$ cat src/hw/rtl/trpe_pkg.sv
// Shared types and constants for the touch report to pointer events block.
package trpe_pkg;

  localparam int RAW_BITS  = 16;
  localparam int SIZE_BITS = 13;
  localparam int PROD_BITS = RAW_BITS + SIZE_BITS;

  localparam logic [7:0] HDR_A = 8'h20;
  localparam logic [7:0] HDR_B = 8'h21;

  localparam logic [1:0] EV_MOVE    = 2'd0;
  localparam logic [1:0] EV_PRESS   = 2'd1;
  localparam logic [1:0] EV_RELEASE = 2'd2;

  localparam logic [2:0] CFG_X_MIN  = 3'd0;
  localparam logic [2:0] CFG_X_SPAN = 3'd1;
  localparam logic [2:0] CFG_Y_MIN  = 3'd2;
  localparam logic [2:0] CFG_Y_SPAN = 3'd3;
  localparam logic [2:0] CFG_WIDTH  = 3'd4;
  localparam logic [2:0] CFG_HEIGHT = 3'd5;

  localparam logic [2:0] POS_HEADER = 3'd0;
  localparam logic [2:0] POS_X_LOW  = 3'd1;
  localparam logic [2:0] POS_X_HIGH = 3'd2;
  localparam logic [2:0] POS_Y_LOW  = 3'd3;
  localparam logic [2:0] POS_Y_HIGH = 3'd4;

  typedef enum logic [1:0] {
    AX_IDLE,
    AX_MUL,
    AX_DIV,
    AX_DONE
  } axis_state_t;

endpackage

$ cat src/hw/rtl/trpe_axis.sv
// Bit-serial scaling of one raw coordinate: shift-add multiply, restoring divide, clamp.
module trpe_axis import trpe_pkg::*; #(
  parameter int COORD_BITS = 12
) (
  input  logic                  clk,
  input  logic                  rst,
  input  logic                  start,
  input  logic [RAW_BITS-1:0]   raw,
  input  logic [RAW_BITS-1:0]   mn,
  input  logic [RAW_BITS-1:0]   span,
  input  logic [SIZE_BITS-1:0]  size,
  output logic                  done,
  output logic [COORD_BITS-1:0] coord
);

  localparam logic [4:0] MUL_LAST = 5'(SIZE_BITS - 1);
  localparam logic [4:0] DIV_LAST = 5'(PROD_BITS - 1);
  localparam logic [PROD_BITS-1:0] CMAX = PROD_BITS'((64'd1 << COORD_BITS) - 64'd1);

  axis_state_t state, state_next;
  logic [4:0] count;
  logic [PROD_BITS-1:0] acc;
  logic [RAW_BITS-1:0] rem;
  logic [RAW_BITS-1:0] divisor;
  logic [RAW_BITS-1:0] diff;
  logic [SIZE_BITS-1:0] size_q;
  logic below;
  logic [RAW_BITS:0] mul_sum;
  logic [RAW_BITS:0] shifted;
  logic [RAW_BITS:0] trial;
  logic [PROD_BITS-1:0] lim;
  logic [PROD_BITS-1:0] quot;

  assign mul_sum = {1'b0, acc[PROD_BITS-1:SIZE_BITS]} + (acc[0] ? {1'b0, diff} : '0);
  assign shifted = {rem, acc[PROD_BITS-1]};
  assign trial   = shifted - {1'b0, divisor};

  always_ff @(posedge clk) begin
    if (rst) begin
      state <= AX_IDLE;
    end else begin
      state <= state_next;
    end
  end

  always_ff @(posedge clk) begin
    case (state)
      AX_IDLE: begin
        if (start) begin
          below   <= raw < mn;
          diff    <= raw - mn;
          divisor <= (span == '0) ? RAW_BITS'(1) : span;
          size_q  <= size;
          acc     <= {{RAW_BITS{1'b0}}, size};
          count   <= '0;
        end
      end
      AX_MUL: begin
        acc <= {mul_sum, acc[SIZE_BITS-1:1]};
        if (count == MUL_LAST) begin
          count <= '0;
          rem   <= '0;
        end else begin
          count <= count + 5'd1;
        end
      end
      AX_DIV: begin
        acc   <= {acc[PROD_BITS-2:0], ~trial[RAW_BITS]};
        rem   <= trial[RAW_BITS] ? shifted[RAW_BITS-1:0] : trial[RAW_BITS-1:0];
        count <= count + 5'd1;
      end
      default: begin
      end
    endcase
  end

  always_comb begin
    state_next = state;
    done       = 1'b0;
    case (state)
      AX_IDLE: begin
        if (start) begin
          state_next = AX_MUL;
        end
      end
      AX_MUL: begin
        if (count == MUL_LAST) begin
          state_next = AX_DIV;
        end
      end
      AX_DIV: begin
        if (count == DIV_LAST) begin
          state_next = AX_DONE;
        end
      end
      AX_DONE: begin
        done       = 1'b1;
        state_next = AX_IDLE;
      end
      default: begin
        state_next = AX_IDLE;
      end
    endcase
  end

  always_comb begin
    lim = PROD_BITS'(size_q - SIZE_BITS'(1));
    if (lim > CMAX) begin
      lim = CMAX;
    end
    if (below) begin
      quot = '0;
    end else if (acc > lim) begin
      quot = lim;
    end else begin
      quot = acc;
    end
    coord = quot[COORD_BITS-1:0];
  end

endmodule

$ cat src/hw/rtl/touch_report_to_pointer_events.sv
// Top level: touch report byte parser, tick-based release detection and pointer output.
//
// Input transactions carry req_type and report_byte on in_valid/in_stall. A report is a
// header byte (0x20 or 0x21), then raw X and raw Y, each 16 bits little-endian. A bad
// header byte is dropped. A tick transaction (req_type 1) closes one timer period.
// Output transactions carry event_kind, pointer_x and pointer_y on out_valid/out_stall.
// Header and data bytes that complete no report do not raise in_stall. The byte that
// completes a report starts two bit-serial scaling units, one per axis, which run a
// shift-add multiply and a restoring divide; in_stall is held high until the press or
// move event appears. A tick that emits a release shows it on the output the cycle
// after it is taken.
// When the receiver stalls, the result holds in the output register, and no byte or tick
// is taken until that register has been emptied.
// The configuration port writes one register per cycle with cfg_write high and should be
// used only while no transaction is in progress. Reset restores the default calibration,
// clears the parser, the button state and the period flags, and empties the output.
module touch_report_to_pointer_events import trpe_pkg::*; #(
  parameter int COORD_BITS = 12
) (
  input  logic                  clk,
  input  logic                  rst,
  input  logic                  in_valid,
  output logic                  in_stall,
  input  logic                  req_type,
  input  logic [7:0]            report_byte,
  output logic                  out_valid,
  input  logic                  out_stall,
  output logic [1:0]            event_kind,
  output logic [COORD_BITS-1:0] pointer_x,
  output logic [COORD_BITS-1:0] pointer_y,
  input  logic                  cfg_write,
  input  logic [2:0]            cfg_index,
  input  logic [15:0]           cfg_data
);

  logic [RAW_BITS-1:0]  raw_x_min;
  logic [RAW_BITS-1:0]  raw_x_span;
  logic [RAW_BITS-1:0]  raw_y_min;
  logic [RAW_BITS-1:0]  raw_y_span;
  logic [SIZE_BITS-1:0] screen_width;
  logic [SIZE_BITS-1:0] screen_height;

  logic [2:0]           byte_position;
  logic [RAW_BITS-1:0]  raw_x_acc;
  logic [7:0]           raw_y_low;
  logic                 button_down;
  logic                 report_this_period;
  logic                 report_last_period;
  logic                 busy;
  logic [1:0]           pending_kind;

  logic                 in_take;
  logic                 start;
  logic                 release_take;
  logic [RAW_BITS-1:0]  raw_y;
  logic                 x_done;
  logic                 y_done;
  logic [COORD_BITS-1:0] x_coord;
  logic [COORD_BITS-1:0] y_coord;

  assign in_stall     = busy | (out_valid & out_stall);
  assign in_take      = in_valid & ~in_stall;
  assign start        = in_take & ~req_type & (byte_position == POS_Y_HIGH);
  assign release_take = in_take & req_type & ~report_this_period & report_last_period;
  assign raw_y        = {report_byte, raw_y_low};

  always_ff @(posedge clk) begin
    if (rst) begin
      raw_x_min     <= RAW_BITS'(55);
      raw_x_span    <= RAW_BITS'(3848);
      raw_y_min     <= RAW_BITS'(234);
      raw_y_span    <= RAW_BITS'(3793);
      screen_width  <= SIZE_BITS'(1280);
      screen_height <= SIZE_BITS'(800);
    end else if (cfg_write) begin
      case (cfg_index)
        CFG_X_MIN:  raw_x_min     <= cfg_data;
        CFG_X_SPAN: raw_x_span    <= cfg_data;
        CFG_Y_MIN:  raw_y_min     <= cfg_data;
        CFG_Y_SPAN: raw_y_span    <= cfg_data;
        CFG_WIDTH:  screen_width  <= cfg_data[SIZE_BITS-1:0];
        CFG_HEIGHT: screen_height <= cfg_data[SIZE_BITS-1:0];
        default: begin
        end
      endcase
    end
  end

  always_ff @(posedge clk) begin
    if (rst) begin
      byte_position      <= POS_HEADER;
      raw_x_acc          <= '0;
      raw_y_low          <= '0;
      button_down        <= 1'b0;
      report_this_period <= 1'b0;
      report_last_period <= 1'b0;
      busy               <= 1'b0;
      out_valid          <= 1'b0;
    end else begin
      if (x_done) begin
        busy       <= 1'b0;
        out_valid  <= 1'b1;
        event_kind <= pending_kind;
        pointer_x  <= x_coord;
        pointer_y  <= y_coord;
      end else if (release_take) begin
        out_valid  <= 1'b1;
        event_kind <= EV_RELEASE;
        pointer_x  <= '0;
        pointer_y  <= '0;
      end else if (out_valid && !out_stall) begin
        out_valid <= 1'b0;
      end
      if (in_take) begin
        if (req_type) begin
          if (!report_this_period && report_last_period) begin
            button_down <= 1'b0;
          end
          report_last_period <= report_this_period;
          report_this_period <= 1'b0;
        end else begin
          case (byte_position)
            POS_X_LOW: begin
              raw_x_acc     <= {8'h00, report_byte};
              byte_position <= POS_X_HIGH;
            end
            POS_X_HIGH: begin
              raw_x_acc     <= {report_byte, raw_x_acc[7:0]};
              byte_position <= POS_Y_LOW;
            end
            POS_Y_LOW: begin
              raw_y_low     <= report_byte;
              byte_position <= POS_Y_HIGH;
            end
            POS_Y_HIGH: begin
              byte_position      <= POS_HEADER;
              pending_kind       <= button_down ? EV_MOVE : EV_PRESS;
              button_down        <= 1'b1;
              report_this_period <= 1'b1;
              busy               <= 1'b1;
            end
            default: begin
              byte_position <= (report_byte == HDR_A || report_byte == HDR_B) ?
                               POS_X_LOW : POS_HEADER;
            end
          endcase
        end
      end
    end
  end

  trpe_axis #(.COORD_BITS(COORD_BITS)) u_axis_x (
    .clk   (clk),
    .rst   (rst),
    .start (start),
    .raw   (raw_x_acc),
    .mn    (raw_x_min),
    .span  (raw_x_span),
    .size  (screen_width),
    .done  (x_done),
    .coord (x_coord)
  );

  trpe_axis #(.COORD_BITS(COORD_BITS)) u_axis_y (
    .clk   (clk),
    .rst   (rst),
    .start (start),
    .raw   (raw_y),
    .mn    (raw_y_min),
    .span  (raw_y_span),
    .size  (screen_height),
    .done  (y_done),
    .coord (y_coord)
  );

  a_axes_in_step: assert property (@(posedge clk) disable iff (rst) x_done == y_done)
    else $error("Scaling units finished in different cycles.");

  a_busy_stalls: assert property (@(posedge clk) disable iff (rst) busy |-> in_stall)
    else $error("Input taken while a report is being scaled.");

  a_done_loads: assert property (@(posedge clk) disable iff (rst) x_done |=> out_valid)
    else $error("Finished scaling did not produce an output transaction.");

  a_release_zero: assert property (@(posedge clk) disable iff (rst)
    (out_valid && event_kind == EV_RELEASE) |-> (pointer_x == '0 && pointer_y == '0))
    else $error("Release event carries a nonzero position.");

endmodule

$ cat config.mk
export PLATFORM = sky130hd
export DESIGN_NAME = touch_report_to_pointer_events
export DESIGN_NICKNAME = d
export VERILOG_FILES = /design/src/hw/rtl/trpe_pkg.sv /design/src/hw/rtl/trpe_axis.sv /design/src/hw/rtl/touch_report_to_pointer_events.sv
export SDC_FILE = /design/constraint.sdc
export NUM_CORES = 1
export LEC_CHECK = 0
export BUFFER_PORTS_ARGS = -buffer_cell sky130_fd_sc_hd__buf_4
export CORE_ASPECT_RATIO = 0.9
export CORE_MARGIN = 2
export CORE_UTILIZATION = 50
export CTS_CLUSTER_SIZE = 25
export DETAILED_ROUTE_END_ITERATION = 6
export PLACE_DENSITY = 0.66
export SYNTH_ARGS = -nofsm -noshare
export SYNTH_HDL_FRONTEND = slang
export SYNTH_HIERARCHICAL = 1
export SYNTH_SLANG_ARGS = --single-unit
$ cat constraint.sdc
create_clock -name clk -period 5.6 [get_ports clk]
set_clock_uncertainty 0.1 [all_clocks]
set_input_delay 0 -clock clk [delete_from_list [all_inputs] [get_ports clk]]
set_output_delay 0 -clock clk [all_outputs]
set_load 0.005 [all_outputs]
# ---- After elaboration in Yosys (flattened, before gate mapping)
# Cells that the tools add are included.
dict set report word_totals {
  output_inout_bits 28
  input_bits 33
  elab_cells 186
  ff_bits 346
}
dict set report classes {
  magnitude_cmp 6
  n_addsub 10
  eq_ne 28
  n_reduce_logical 41
  muxes 51
  n_bitwise 15
}
# cell count
set op_table {}
lappend op_table {{29-bit case mux with 3 select lines} 2}
lappend op_table {{29-bit 2-to-1 mux} 4}
lappend op_table {{16-bit 2-to-1 mux} 6}
lappend op_table {{16-bit case mux with 2 select lines} 3}
lappend op_table {{12-bit 2-to-1 mux} 7}
lappend op_table {{29-bit by 12-bit > comparator with 1-bit output (second input constant)} 2}
lappend op_table {{29-bit > comparator} 2}
lappend op_table {{16-bit by 16-bit adder with 17-bit output} 2}
lappend op_table {{17-bit by 16-bit subtractor with 17-bit output} 2}
lappend op_table {{16-bit zero test} 2}
lappend op_table {{16-bit less-than comparator} 2}
lappend op_table {{2-bit AND reduction} 16}
lappend op_table {{16-bit subtractor} 2}
lappend op_table {{5-bit case mux with 3 select lines} 2}
lappend op_table {{13-bit by 1-bit subtractor with 14-bit output (second input constant)} 2}
lappend op_table {{8-bit by 6-bit equality test with 1-bit output (second input constant)} 2}
lappend op_table {{2-bit case mux with 4 select lines} 2}
lappend op_table {{5-bit 2-to-1 mux} 3}
lappend op_table {{3-bit AND reduction} 5}
lappend op_table {{1-bit 2-to-1 mux} 14}
lappend op_table {{2-bit 2-to-1 mux} 7}
lappend op_table {{3-bit by 2-bit equality test with 1-bit output (second input constant)} 4}
lappend op_table {{3-bit case mux with 4 select lines} 1}
lappend op_table {{5-bit by 1-bit adder with 5-bit output (second input constant)} 2}
lappend op_table {{19 further kinds} 55}

# ---- Longest topological paths before layout
dict set report depth {
  word_depth 9
  depth_mapped 20
  ltp_nobuf 18
}

# ---- By module
# Netlist, hierarchy kept.
# mod n_inst area_each_um2 seq_area_each_um2 cells_per_inst
set by_module_without_submodules {}
lappend by_module_without_submodules {{trpe_axis at u_axis_x} 1 7267.0 2922.8 763}
lappend by_module_without_submodules {{trpe_axis at u_axis_y} 1 7219.4 2922.8 753}
lappend by_module_without_submodules {touch_report_to_pointer_events 1 5688.0 3253.1 616}

# ---- Worst setup path after synthesis
# Ideal clock, no wire load.
dict set report synth_path {
  path_kind {reg-to-reg}
  startpoint {reg u_axis_y.size_q[0]}
  endpoint {reg pointer_y[4] (data pin)}
  path_buffers 3
  synth_period_minus_slack_ps 4601
  path_slack_ps 999
  setup_ps 131
  stages_incl_launch_ff 20
  t_required_ps 5369
  t_arrival_ps 4370
  cell_sequence {edfxtp_1 > or4_1 > or3_1 > clkbuf_2 > or3_1 > a21oi_1 > nor2_1 > o31a_1 > buf_6 > and2_2 > ha_1 > nand3_1 > o21bai_1 > a21oi_1 > nor3_1 > o31ai_1 > clkbuf_1 > nor2_1 > a311oi_2 > and2_1}
}
dict set report synth_between {
  elab_chain_cells 7
}
# item line
set synth_rtl {}
lappend synth_rtl {{start, declared} trpe_axis.sv:26} ;# logic [SIZE_BITS-1:0] size_q;
lappend synth_rtl {{start signal, assigned} trpe_axis.sv:53} ;# size_q <= size;
lappend synth_rtl {{13-bit by 1-bit subtractor with 14-bit output (*)} trpe_axis.sv:107} ;# lim = PROD_BITS'(size_q - SIZE_BITS'(1));
lappend synth_rtl {{29-bit by 12-bit > comparator with 1-bit output} trpe_axis.sv:108} ;# if (lim > CMAX) begin
lappend synth_rtl {{29-bit 2-to-1 mux (*)} trpe_axis.sv:108}
lappend synth_rtl {{29-bit > comparator} trpe_axis.sv:113} ;# end else if (acc > lim) begin
lappend synth_rtl {{12-bit 2-to-1 mux (*)} trpe_axis.sv:113}
lappend synth_rtl {{12-bit 2-to-1 mux (*)} trpe_axis.sv:111} ;# if (below) begin
lappend synth_rtl {{via y_coord[4]} touch_report_to_pointer_events.sv:59} ;# logic [COORD_BITS-1:0] y_coord;
lappend synth_rtl {{12-bit 2-to-1 mux (*)} touch_report_to_pointer_events.sv:100} ;# if (x_done) begin
lappend synth_rtl {{end signal, assigned} touch_report_to_pointer_events.sv:105} ;# pointer_y <= y_coord;
lappend synth_rtl {{end, declared} touch_report_to_pointer_events.sv:30} ;# output logic [COORD_BITS-1:0] pointer_y,
# Mark *: on every way through the listed nets, which the timed path passes. The rest lies on a longest branch.
# A chain may end at the register's enable or synchronous reset.

# ---- Worst setup path in the final report
dict set report layout_path {
  startpoint {reg u_axis_y.size_q[0]}
  endpoint {reg pointer_y[2] (data pin)}
}
# The elaborated chain is that of the path after synthesis.

==> impl_metrics.py <==
metrics = {
    "sta": {
        "grt_setup_unrepaired": "false",
        "setup_violations": 0,
        "drv_slew": 0,
        "period_minus_slack_ps": 4740,
        "maxSlewHeadroom": 0.312,
        "hold_viol": 0,
        "max_freq_mhz": 211,
        "setup_tns_ps": 0,
        "worst_pin_slew_ps": 1030,
        "finalCritPeriodShare": 0.846,
    },
    "drt": {
        "wl_per_cell_um": 17.9,
        "firstDrtPassIters": 5,
        "initialDrtViolationCount": 1006,
        "drcViolationCount": 0,
        "ant_nets": 0,
        "routed_wl_um": 49200,
        "vias": 15547,
        "via_per_inst": 5.67,
    },
    "global_route": {
        "antenna_found_initial": 0,
        "grt_pass1_wl_um": 78900,
        "overflow": 0,
        "grt_max_degree": 89,
        "grt_pass1_vias": 14922,
        "grt_usage": 0.232,
    },
    "die": {
        "std_cell_rows": 69,
        "initial_core_util": 0.509,
        "die_h_um": 195,
        "die_area_mm2": 0.0419,
        "ioPinCount": 61,
        "coreArea_mm2": 0.0396,
        "die_w_um": 216,
    },
    "hold_path": {
        "holdPathEnd": "byte_position[2]$_SDFFE_PP0P_",
        "min_from": "out_stall",
        "min_path_type": "input pin to flip-flop",
        "holdPathStages": 4,
    },
    "run_status": {
        "status": "finished clean",
    },
    "worst_setup_path": {
        "critical_path_peak_fanout": 24,
        "startpoint_type": "flip-flop",
        "r2r-start": "u_axis_y/size_q[0]$_DFFE_PP_",
        "ff2ff_setup_slack_ps": 860,
        "path_class": "flip-flop to flip-flop",
        "worstPathArrival_ps": 4940,
        "r2r_end": "pointer_y[2]$_SDFFCE_PN0P_",
        "crit_start": "u_axis_y/size_q[0]$_DFFE_PP_",
        "reg2reg_depth": 19,
        "required_ps": 5800,
        "cp-end-kind": "flip-flop",
    },
    "cts": {
        "clk_pin_slew_worst_paths_ps": 60,
        "clk_latency_ps": 550,
        "cts-resized-gates": 0,
        "root_buffer": "clkbuf_16",
        "cts_htree_levels": 2,
        "clockBufferDepth": 3,
        "cts_sinks": 345,
        "cts_tree": "built",
        "cts_made_buffers": 39,
    },
    "power_and_ir_drop": {
        "powerDensity_mw_per_mm2": 256,
        "p_leak_uw": 0.00868,
        "total_power_uw": 5840,
        "peakVddDrop_mv": 0.235,
    },
    "final_layout": {
        "drive_gt1_frac": 0.0870,
        "area_delta_synth_final_pct": 13.0,
        "n_antenna_cell": 0,
        "layout.nets": 2353,
        "final_util": 0.575,
        "largestRegisters": "u_axis_x/acc x29, u_axis_y/acc x29",
        "final_area_mm2": 0.0228,
        "fillCellCount": 3427,
    },
    "placement": {
        "io_buffers": 60,
        "dp_hpwl_um": 34600,
        "place_area_mm2": 0.0210,
        "gp_congestion": 0.923,
    },
    "logic_synthesis": {
        "syn_avg_cell_area_um2": 9.46,
        "synth_fp_nets": 2305,
        "synth_warnings": 6,
        "synthesis.area_mm2": 0.0202,
        "postSynthCellCount": 2131,
    },
    "run": {
        "cap_violations": 0,
    },
}
per-layer routing:
layer | share of wire | track usage
met1 | 0.47 | 0.327
met3 | 0.051 | 0.0358
met4 | 0.023 | 0.0682
met2 | 0.45 | 0.371
met5 | 0 | 0
per-stage QoR:
stage | std cells | setup WS (ps) | hold slack [ps]
2_1_floorplan | 2131 | 999 | -27.6
5_1_grt | 2740 | 259 | 192
3_5_place_dp | 2620 | 875 | 205
6_report | 2740 | 864 | 145
3_3_place_gp | 2620 | 965 | 199
4_1_cts | 2740 | 835 | 99.7
placed cells by master, fill, tap and decap left out, types with 27 or more instances in the layout:
master / n
nand2b_1: 37
dfxtp_1: 126
buf_4: 81
o21ai_0: 67
ha_1: 135
xnor2_1: 53
mux2i_1: 39
nand2_1: 262
and2_1: 75
a22oi_1: 32
nor4_1: 27
edfxtp_1: 219
xor2_1: 34
nand3b_1: 30
dlygate4sd3_1: 50
nor3_1: 36
inv_1: 130
nor2_1: 153
clkbuf_16: 43
o21a_1: 27
a211oi_1: 27
a21oi_1: 179
critical path: stages (launching register included):
cell and delay (ps):
edfxtp_1 480, inv_1 100, ha_1 230, nor4b_1 660, nand2b_1 250, nor2_1 220, nor3b_1 70, o21ai_0 190
o31a_1 430, and2_2 230, ha_1 240, a21o_1 160, a21oi_1 140, a21oi_1 80, nor3_1 210, o31ai_2 80
buf_4 220, nor2_1 150, a311oi_2 60, and2_1 190
worst max-delay path by stage:
stage                                       endpoint  depth (start not counted)
after global routing      pointer_y[2]$_SDFFCE_PN0P_                         19
after floorplan           pointer_y[4]$_SDFFCE_PN0P_                         19
final                     pointer_y[2]$_SDFFCE_PN0P_                         19
after global placement    pointer_y[3]$_SDFFCE_PN0P_                         19
after CTS                 pointer_y[2]$_SDFFCE_PN0P_                         19
after detailed placement  pointer_y[2]$_SDFFCE_PN0P_                         19
area by class of cell:
cell class / instances / area [um2] / area share
clock buffer: 53 / 1160 / 0.0511
inverter: 131 / 492 / 0.0216
clock inverter: 17 / 160 / 0.00703
sequential: 345 / 9100 / 0.399
timing repair buffer: 131 / 1110 / 0.0487
tap: 532 / 666 / 0.0292
multi-input combinational: 1531 / 10100 / 0.443
repair_timing:
action | 4_1_cts | 5_1_grt
buffers inserted | 0 | 0
hold buffers | 50 | 0
hold endpoints to repair | 135 | 0
where the power goes:
| part | leakage, uW | internal, uW | switching [uW] |
|---|---|---|---|
| Combinational | 0.00495 | 177 | 281 |
| Sequential | 0.00307 | 2730 | 26.3 |
| Clock | 0.000653 | 1560 | 1060 |
| Total | 0.00868 | 4470 | 1370 |
Power figures use the tool's default switching activity.
